==> config.mk <==
export PLATFORM = sky130hd
export DESIGN_NAME = sync_length_xor_frame_receiver_unit
export DESIGN_NICKNAME = d
export VERILOG_FILES = /design/src/hw/rtl/sxfr_pkg.sv /design/src/hw/rtl/sxfr_core.sv /design/src/hw/rtl/sync_length_xor_frame_receiver_unit.sv
export VERILOG_INCLUDE_DIRS = /design/src /design/src/hw/rtl
export SDC_FILE = /design/constraint.sdc
export NUM_CORES = 1
export LEC_CHECK = 0
export ABC_AREA = 1
export BUFFER_PORTS_ARGS = -buffer_cell sky130_fd_sc_hd__buf_2
export CAP_MARGIN = 40
export CELL_PAD_IN_SITES_DETAIL_PLACEMENT = 1
export CELL_PAD_IN_SITES_GLOBAL_PLACEMENT = 1
export CORE_UTILIZATION = 45
export DETAILED_ROUTE_END_ITERATION = 12
export GPL_TIMING_DRIVEN = 0
export PLACE_DENSITY = 0.9
export SKIP_CTS_REPAIR_TIMING = 1
export SYNTH_ARGS = -nofsm -noshare
export SYNTH_HDL_FRONTEND = slang
export SYNTH_SLANG_ARGS = --single-unit
==> constraint.sdc <==
create_clock -name clk -period 4.64 [get_ports clk]
set_input_delay 0.696 -clock clk [delete_from_list [all_inputs] [get_ports clk]]
set_output_delay 0.696 -clock clk [all_outputs]
set_load 0.05 [all_outputs]
==> src/hw/rtl/sync_length_xor_frame_receiver_unit_assert.svh <==
// Assertion macros used by the frame receiver core module.
// Each macro checks a property on the rising clock edge and is disabled
// while the asynchronous reset is active.
`ifndef SYNC_LENGTH_XOR_FRAME_RECEIVER_UNIT_ASSERT_SVH
`define SYNC_LENGTH_XOR_FRAME_RECEIVER_UNIT_ASSERT_SVH
`ifndef SYNTHESIS
`define SXFR_ASSERT(lbl, clk, rst_n, prop, msg) \
	lbl: assert property (@(posedge clk) disable iff (!rst_n) (prop)) else $error(msg);
`define SXFR_ASSERT_NEVER(lbl, clk, rst_n, expr, msg) \
	lbl: assert property (@(posedge clk) disable iff (!rst_n) !(expr)) else $error(msg);
`else
`define SXFR_ASSERT(lbl, clk, rst_n, prop, msg)
`define SXFR_ASSERT_NEVER(lbl, clk, rst_n, expr, msg)
`endif
`endif

==> src/hw/rtl/sxfr_pkg.sv <==
package sxfr_pkg;

	// Framing constants.
	localparam logic [7:0] SYNC_BYTE = 8'hA4;
	localparam logic [7:0] BROADCAST_ID = 8'h4E;
	localparam logic [8:0] MAX_FRAME_LEN_RST = 9'd80;

	// Kinds of reported events.
	typedef enum logic [2:0] {
		EV_DATA      = 3'd0,
		EV_GOOD      = 3'd1,
		EV_CHK_ERR   = 3'd2,
		EV_TOO_LONG  = 3'd3,
		EV_NO_SYNC   = 3'd4
	} event_kind_t;

	// One result as it travels from the decoder to the output register.
	typedef struct packed {
		event_kind_t kind;
		logic [7:0] value;
		logic [7:0] index;
		logic [7:0] id;
		logic [7:0] len;
		logic [7:0] rate;
		logic changed;
	} result_t;

endpackage

==> src/hw/rtl/sxfr_core.sv <==
`include "sync_length_xor_frame_receiver_unit_assert.svh"

module sxfr_core (
	input logic clk,
	input logic arst_n,
	input logic cfg_we,
	input logic [8:0] cfg_wdata,
	input logic step,
	input logic [7:0] byte_in,
	output logic res_valid,
	output sxfr_pkg::result_t res
);

	logic [8:0] max_len_q;
	logic [8:0] pos_q;
	logic [7:0] len_q;
	logic [7:0] xor_q;
	logic [7:0] id_q;
	logic [7:0] last_q;
	logic [7:0] rate_q;

	logic [8:0] pos_d;
	logic [7:0] len_d;
	logic [7:0] xor_d;
	logic [7:0] id_d;
	logic [7:0] last_d;
	logic [7:0] rate_d;

	logic [9:0] body_end;
	logic [9:0] frame_total;
	logic [8:0] idx_full;

	assign body_end = {2'b00, len_q} + 10'd3;
	assign frame_total = {2'b00, len_q} + 10'd4;
	assign idx_full = pos_q - 9'd3;

	// Next-state and result decode for the byte in the input stage.
	always_comb begin
		pos_d = pos_q;
		len_d = len_q;
		xor_d = xor_q;
		id_d = id_q;
		last_d = last_q;
		rate_d = rate_q;
		res_valid = 1'b0;
		res.kind = sxfr_pkg::EV_DATA;
		res.value = byte_in;
		res.index = 8'd0;
		res.id = id_q;
		res.len = len_q;
		res.rate = rate_q;
		res.changed = 1'b0;
		priority if (pos_q == 9'd0) begin
			if (byte_in == sxfr_pkg::SYNC_BYTE) begin
				xor_d = byte_in;
				pos_d = 9'd1;
			end else begin
				res_valid = 1'b1;
				res.kind = sxfr_pkg::EV_NO_SYNC;
				res.id = 8'd0;
				res.len = 8'd0;
			end
		end else if (pos_q == 9'd1) begin
			len_d = byte_in;
			xor_d = xor_q ^ byte_in;
			pos_d = 9'd2;
		end else if ({1'b0, pos_q} < body_end) begin
			xor_d = xor_q ^ byte_in;
			last_d = byte_in;
			pos_d = pos_q + 9'd1;
			if (pos_q == 9'd2) begin
				id_d = byte_in;
			end else begin
				res_valid = 1'b1;
				res.index = idx_full[7:0];
			end
		end else begin
			// Checksum byte closes the frame.
			pos_d = 9'd0;
			res_valid = 1'b1;
			priority if (frame_total > {1'b0, max_len_q}) begin
				res.kind = sxfr_pkg::EV_TOO_LONG;
			end else if (xor_q != byte_in) begin
				res.kind = sxfr_pkg::EV_CHK_ERR;
			end else begin
				res.kind = sxfr_pkg::EV_GOOD;
				if (id_q == sxfr_pkg::BROADCAST_ID && rate_q != last_q) begin
					rate_d = last_q;
					res.rate = last_q;
					res.changed = 1'b1;
				end
			end
		end
	end

	// Frame state advances once per byte leaving the input stage.
	always_ff @(posedge clk or negedge arst_n) begin
		if (!arst_n) begin
			pos_q <= 9'd0;
			len_q <= 8'd0;
			xor_q <= 8'd0;
			id_q <= 8'd0;
			last_q <= 8'd0;
			rate_q <= 8'd0;
		end else if (step) begin
			pos_q <= pos_d;
			len_q <= len_d;
			xor_q <= xor_d;
			id_q <= id_d;
			last_q <= last_d;
			rate_q <= rate_d;
		end
	end

	// Frame length limit register.
	always_ff @(posedge clk or negedge arst_n) begin
		if (!arst_n) begin
			max_len_q <= sxfr_pkg::MAX_FRAME_LEN_RST;
		end else if (cfg_we) begin
			max_len_q <= cfg_wdata;
		end
	end

	// Inside the body the position never runs past the checksum slot.
	`SXFR_ASSERT(a_pos_bound, clk, arst_n, (pos_q >= 9'd2) |-> ({1'b0, pos_q} <= body_end), "byte position beyond checksum slot")
	// Every end-of-frame report sends the decoder back to sync hunting.
	`SXFR_ASSERT(a_eof_idle, clk, arst_n, (step && res_valid && (res.kind == sxfr_pkg::EV_GOOD || res.kind == sxfr_pkg::EV_CHK_ERR || res.kind == sxfr_pkg::EV_TOO_LONG)) |=> (pos_q == 9'd0), "decoder not idle after frame end")
	// A rate change is only flagged on a good broadcast frame.
	`SXFR_ASSERT_NEVER(a_chg_good, clk, arst_n, res.changed && (res.kind != sxfr_pkg::EV_GOOD || id_q != sxfr_pkg::BROADCAST_ID), "rate change outside good broadcast frame")

endmodule

==> src/hw/rtl/sync_length_xor_frame_receiver_unit.sv <==
// Channel   | Handshake               | Payload
// ----------+-------------------------+-------------------------------------------
// input     | in_valid / in_ready     | rx_byte
// output    | out_valid / out_ready   | event_kind, data_value, data_index,
//           |                         | message_id, frame_length, heart_rate,
//           |                         | heart_rate_changed
// config    | cfg_we                  | cfg_wdata (frame length limit)
//
// Each byte is held in the input register and, if it causes a report, its
// result is registered in the output register; one byte per cycle is
// sustained while out_ready holds, set by the single decode step.
// Reset clears the frame state to sync hunting and sets the limit to 80.
// While a report waits on out_ready the input register holds its byte and
// in_ready drops only once that register is also occupied.

module sync_length_xor_frame_receiver_unit (
	input logic clk,
	input logic arst_n,
	input logic in_valid,
	output logic in_ready,
	input logic [7:0] rx_byte,
	input logic cfg_we,
	input logic [8:0] cfg_wdata,
	output logic out_valid,
	input logic out_ready,
	output logic [2:0] event_kind,
	output logic [7:0] data_value,
	output logic [7:0] data_index,
	output logic [7:0] message_id,
	output logic [7:0] frame_length,
	output logic [7:0] heart_rate,
	output logic heart_rate_changed
);

	logic valid_s1;
	logic [7:0] byte_s1;
	logic step;
	logic res_valid;
	sxfr_pkg::result_t res;
	sxfr_pkg::result_t res_s2;
	logic valid_s2;

	// A byte leaves the input stage when the output register can take a result.
	assign step = valid_s1 && (!valid_s2 || out_ready);
	assign in_ready = !valid_s1 || step;

	// Input register.
	always_ff @(posedge clk or negedge arst_n) begin
		if (!arst_n) begin
			valid_s1 <= 1'b0;
		end else if (in_ready) begin
			valid_s1 <= in_valid;
		end
	end

	always_ff @(posedge clk) begin
		if (in_valid && in_ready) begin
			byte_s1 <= rx_byte;
		end
	end

	sxfr_core u_core (
		.clk(clk),
		.arst_n(arst_n),
		.cfg_we(cfg_we),
		.cfg_wdata(cfg_wdata),
		.step(step),
		.byte_in(byte_s1),
		.res_valid(res_valid),
		.res(res)
	);

	// Output register.
	always_ff @(posedge clk or negedge arst_n) begin
		if (!arst_n) begin
			valid_s2 <= 1'b0;
		end else if (step) begin
			valid_s2 <= res_valid;
		end else if (out_ready) begin
			valid_s2 <= 1'b0;
		end
	end

	always_ff @(posedge clk) begin
		if (step && res_valid) begin
			res_s2 <= res;
		end
	end

	assign out_valid = valid_s2;
	assign event_kind = res_s2.kind;
	assign data_value = res_s2.value;
	assign data_index = res_s2.index;
	assign message_id = res_s2.id;
	assign frame_length = res_s2.len;
	assign heart_rate = res_s2.rate;
	assign heart_rate_changed = res_s2.changed;

endmodule
* Yosys cells after proc, flatten, opt, wreduce, memory -nomap -nowiden
Index checks and enable logic that the tools add are counted.
** Storage, ports and cells
- Output and inout port bits :: 46
- Logic and storage cells :: 84
- Flip-flop bits (word level) :: 112
- Memory bits (read-only) :: 0
- Memories kept :: 0
- Latch bits :: 0
- RAM bits :: 0
** Operators by class
- Order comparisons :: 2
- Mux-type cells :: 29
- Equal/unequal tests :: 7
- Reductions and logical operators :: 19
- Divide/modulo/power cells :: 0
- Multiply operators :: 0
- $add $sub $neg :: 4
- Bitwise operators :: 6
- Shift-type cells :: 0
** Operators by type and width (count)
- 9-bit two-way mux :: 10
- 16-bit two-way mux :: 2
- 8-bit two-way mux :: 4
- 8-bit inequality test :: 2
- 3-bit two-way mux :: 5
- 10-bit by 9-bit greater-than comparator with 1-bit output :: 1
- 8-bit by 2-bit adder with 9-bit output, second input constant :: 1
- 8-bit by 3-bit adder with 9-bit output, second input constant :: 1
- 9-bit by 1-bit adder with 9-bit output, second input constant :: 1
- 9-bit by 1-bit == test with 1-bit output, second input constant :: 1
- 9-bit by 2-bit == test with 1-bit output, second input constant :: 1
- 9-bit zero test :: 1
- 9-bit less-than comparator :: 1
- 8-bit by 7-bit == test with 1-bit output, second input constant :: 1
- 8-bit == test, second input constant :: 1
- 8-bit by 2-bit subtractor with 8-bit output, second input constant :: 1
- 8-bit bitwise XOR :: 1
- 1-bit two-way mux :: 7
- 7-bit AND reduction :: 1
- 3-bit AND reduction :: 2
- 1-bit NOT :: 5
- 5-bit AND reduction :: 1
- 5-bit OR reduction :: 1
- 1-bit logical AND :: 4
- 9 further kinds :: 11

* Depth between registers and ports, before layout
- Depth after elaboration :: 8
- Depth in mapped cells :: 17
- Gate-level depth less buffers :: 16

* Hierarchy
From an unflattened synthesis, not the netlist that was laid out.
** Unflattened totals
- Cells, all modules :: 603
- Area, all modules :: 5804.3 sq um
** By module, submodules not included
- sxfr_core :: times used 1, area each 4136.5 sq um, cells each 536, sequential area each 1453.9 sq um
- sync_length_xor_frame_receiver_unit :: times used 1, area each 1667.8 sq um, cells each 67, sequential area each 1611.5 sq um

* Worst setup path after synthesis
OpenSTA, ideal clock, no wires.
- Path kind :: flip-flop to flip-flop
- From :: reg u_core.len_q[2]
- To :: reg res_s2 (netlist bit data_index[0]) (enable)
- Data arrival time :: 2.875 ns
- Required time :: 4.242 ns
- Setup time :: 0.398 ns
- Slack :: 1.366 ns
- Clock period less this slack :: 3.274 ns
- Cell stages (with the launch flop) :: 16
- Buffers on the path :: 0
- Cells stage by stage :: dfrtp_1 > ha_1 > nand2_1 > nor2_1 > inv_1 > nor2_1 > nand3_1 > ha_1 > nand2_1 > nor2_1 > nand3_1 > nand3_4 > nand2_8 > nand3_1 > nand2_1 > inv_1
** Between the ends
- Word-level cells in the longest chain between the ends :: 6
** RTL lines
- start: declaration :: line sxfr_core.sv:16 : logic [7:0] len_q;
- start signal: assignment :: line sxfr_core.sv:107 : len_q <= len_d;
- 8-bit by 2-bit adder with 9-bit output :: line sxfr_core.sv:33 : assign body_end = {2'b00, len_q} + 10'd3;
- 9-bit less-than comparator :: line sxfr_core.sv:67 : end else if ({1'b0, pos_q} < body_end) begin
- 1-bit two-way mux :: line sxfr_core.sv:67
- 1-bit two-way mux :: line sxfr_core.sv:63 : end else if (pos_q == 9'd1) begin
- 1-bit two-way mux :: line sxfr_core.sv:53 : priority if (pos_q == 9'd0) begin
- 1-bit logical AND :: line sync_length_xor_frame_receiver_unit.sv:85 : if (step && res_valid) begin
- end signal: assignment :: line sync_length_xor_frame_receiver_unit.sv:86 : res_s2 <= res;
- end: declaration :: line sync_length_xor_frame_receiver_unit.sv:40 : sxfr_pkg::result_t res_s2;
No other way between the ends.
A chain may end at the register's enable or synchronous reset.

* Worst setup path in the final report
- From :: reg u_core.len_q[2]
- To :: reg res_s2 (netlist bit frame_length[3]) (enable)
The elaborated chain is that of the path after synthesis.

==> flow_summary.json <==
{
  "finalSetupTns_ps": 0,
  "overflow": 0,
  "dr.first_iter.drc_count": 188,
  "clock_sinks": 112,
  "ys_seq_elements": 112,
  "max_slew_margin_pct": 40.5,
  "gr-usage-met2_pct": 45.3,
  "cts_tree": "done",
  "antenna_found_initial": 0,
  "rsz0062_at_grt": "false",
  "synth_nets": 643,
  "period_needed_ps": 3380,
  "met3_usage_pct": 4.43,
  "final.setup_skew_ps": 13.7,
  "netlist_area_mm2": 0.00573,
  "fillerInstances": 1425,
  "yosysSeqAreaShare_pct": 53.5,
  "dieHeight_um": 115,
  "crit_chain": "ha_1 -> nand2_1 -> nor2_1 -> inv_1 -> nor2_1 -> nand3_1 -> ha_1 -> nand2_1 -> nor2_1 -> nand3_1 -> nand3_4 -> nand2_8 -> nand3_1 -> nand2_1 -> inv_2 -> buf_12",
  "grt_pass1_vias": 4913,
  "synth_compound_area_share_pct": 8.50,
  "path_clk_slew_ps": 70,
  "port_buffers": 66,
  "pin_count": 68,
  "avgSynthCellArea_um2": 9.58,
  "grt_max_degree": 34,
  "track_usage_pct": 25.8,
  "async_reset_ff_share_pct": 53.6,
  "place_congestion": 0.825,
  "core_area_mm2": 0.0122,
  "postRouteAntennaNets": 0,
  "synth_ff_type": "dfrtp_1",
  "synth_mux_area_share_pct": 0.371,
  "layout.nets": 722,
  "ys_warn_count": 0,
  "tightest_slew_ps": 893,
  "max_stage_delay_ps": 450,
  "cp.required_ps": 4710,
  "synth_adder_area_share_pct": 5.03,
  "critical_path_class": "reg -> reg",
  "dieWidth_um": 115,
  "synth.distinct_cells": 45,
  "finalCritPeriodShare_pct": 72.9,
  "die_area_mm2": 0.0132,
  "avgViaCountPerCell": 5.26,
  "end_kind": "flop",
  "finalMaxSlewViolations": 0,
  "drv_cap": 0,
  "layout_commonest_cell": "nand2_1",
  "syn_inst": 598,
  "htree_levels": 3,
  "synth-edff-count": 52,
  "drive_gt1_share_pct": 21.3,
  "clock_tree.buffer_depth": 2,
  "crit_path_start_kind": "flop",
  "area_growth_syn_to_layout_pct": 15.3,
  "gr-usage-met1_pct": 30.8,
  "routedWlPerCell_um": 18.1,
  "synth_xor_area_share_pct": 3.52,
  "cp.arrival_ps": 3450,
  "crit_buf_inv": 3,
  "outcome": "finished, final reports clean",
  "final_util_pct": 54.1,
  "start_util_pct": 46.9,
  "hpwl_mm": 11.0,
  "insertion_delay_ps": 370,
  "slowest_stage": "dfrtp_1",
  "grt-busiest-layer": "met2",
  "layout_common_cells": "nand2_1 (157), buf_2 (69), inv_1 (67), dfrtp_1 (58), edfxtp_1 (52)",
  "dr.pass1.iters": 4,
  "rows": 40,
  "cp_top_family": "simple AND/OR/NAND/NOR gates",
  "crit_fanout": 26,
  "vias": 4472,
  "root_buffer": "clkbuf_16",
  "drt_wl_total_mm": 15.3,
  "hold_path.class": "in -> async",
  "route.detailed.drc": 0,
  "fmaxAchievable_mhz": 296,
  "finalSetupViolations": 0,
  "synth_simple_gate_area_share_pct": 22.2,
  "n_antenna_cell": 0,
  "grt_pass1_wl_mm": 25.2,
  "cts_made_buffers": 9,
  "synth_top_family_by_area": "simple AND/OR/NAND/NOR gates",
  "hold_viol_final": 0
}
-- routing by layer --
layer	part of all wire (%)	up-vias
li1	-	2105
met1	42	2225
met2	52	115
met3	3.9	27
met4	2.7	0
met5	0	-
-- per-stage QoR --
| stage | setup slack [ps] | std cells | instance area, um^2 | hold WS, ps |
|---|---|---|---|---|
| global placement | 700 | 832 | 6270 | 477 |
| floorplan | 1370 | 598 | 5730 | 400 |
| finish | 1260 | 850 | 6600 | 453 |
| global route | 975 | 850 | 6600 | 493 |
| detailed placement | 1280 | 834 | 6310 | 481 |
| CTS | 1260 | 850 | 6600 | 481 |
-- state kept, by name (all words and copies together) (netlist names), 3 cells and up --
register and cells:
u_core.rate_q 8, u_core.last_q 8, u_core.id_q 8, u_core.len_q 8, u_core.pos_q 9, message_id 8
heart_rate 8, byte_s1 8, event_kind 3, data_value 8, data_index 8, frame_length 8
u_core.max_len_q 9, u_core.xor_q 8
-- area by class of cell --
class / instances / area, um^2 / area share [%]
Tap cell: 168 / 210 / 3.18
Multi-Input combinational cell: 399 / 2270 / 34.4
Buffer: 11 / 98.8 / 1.50
Sequential cell: 112 / 3070 / 46.4
Timing Repair Buffer: 68 / 370 / 5.61
Clock inverter: 6 / 67.6 / 1.02
Inverter: 76 / 293 / 4.43
Clock buffer: 10 / 229 / 3.47
-- cells in the mapped netlist (2+ instances only) --
master	count	share of area [%]
a21oi_1	10	0.87
buf_2	3	0.26
buf_6	5	0.98
clkbuf_1	2	0.13
dfrtp_1	58	25
dfstp_2	2	0.92
edfxtp_1	52	27
ha_1	23	5.0
inv_1	68	4.5
inv_2	5	0.33
nand2_1	157	10
nand2_2	12	1.3
nand2_4	2	0.39
nand3_1	19	1.7
nand3_2	2	0.35
nand3_4	2	0.61
nand4_1	15	1.6
nor2_1	47	3.1
nor2_4	5	0.98
nor3_1	4	0.35
o21a_1	2	0.26
o21ai_0	27	2.4
o21ai_1	21	1.8
o21ai_2	11	1.7
o22ai_2	2	0.44
o31ai_1	2	0.26
xnor2_1	8	1.2
xor2_1	15	2.3
-- logic make-up (layout without fill, tap and decap cells) --
group,Yosys count,after routing
simple gates,271,271
flops,112,112
xor+xnor,23,23
mux,2,2
buf+inv,87,171
fa+ha+maj,23,23
compound gates,80,80
-- final timing paths --
check | startpoint | to | slack [ps] | cells past startpoint
max | u_core.len_q[2] | frame_length[3] | 1260 | 16
min | arst_n | u_core.max_len_q[2] | 450 | 1
max reg2reg | u_core.len_q[2] | frame_length[3] | 1260 | 16
min reg2reg | u_core.id_q[0] | u_core.id_q[0] | 500 | 2
max in group asynchronous | arst_n | u_core.rate_q[1] | 3530 | 2
min in group clk | u_core.id_q[0] | u_core.id_q[0] | 500 | 2
Power is not shown: default switching activity piles up to over one toggle a cycle in this logic, so the estimate is an artifact.
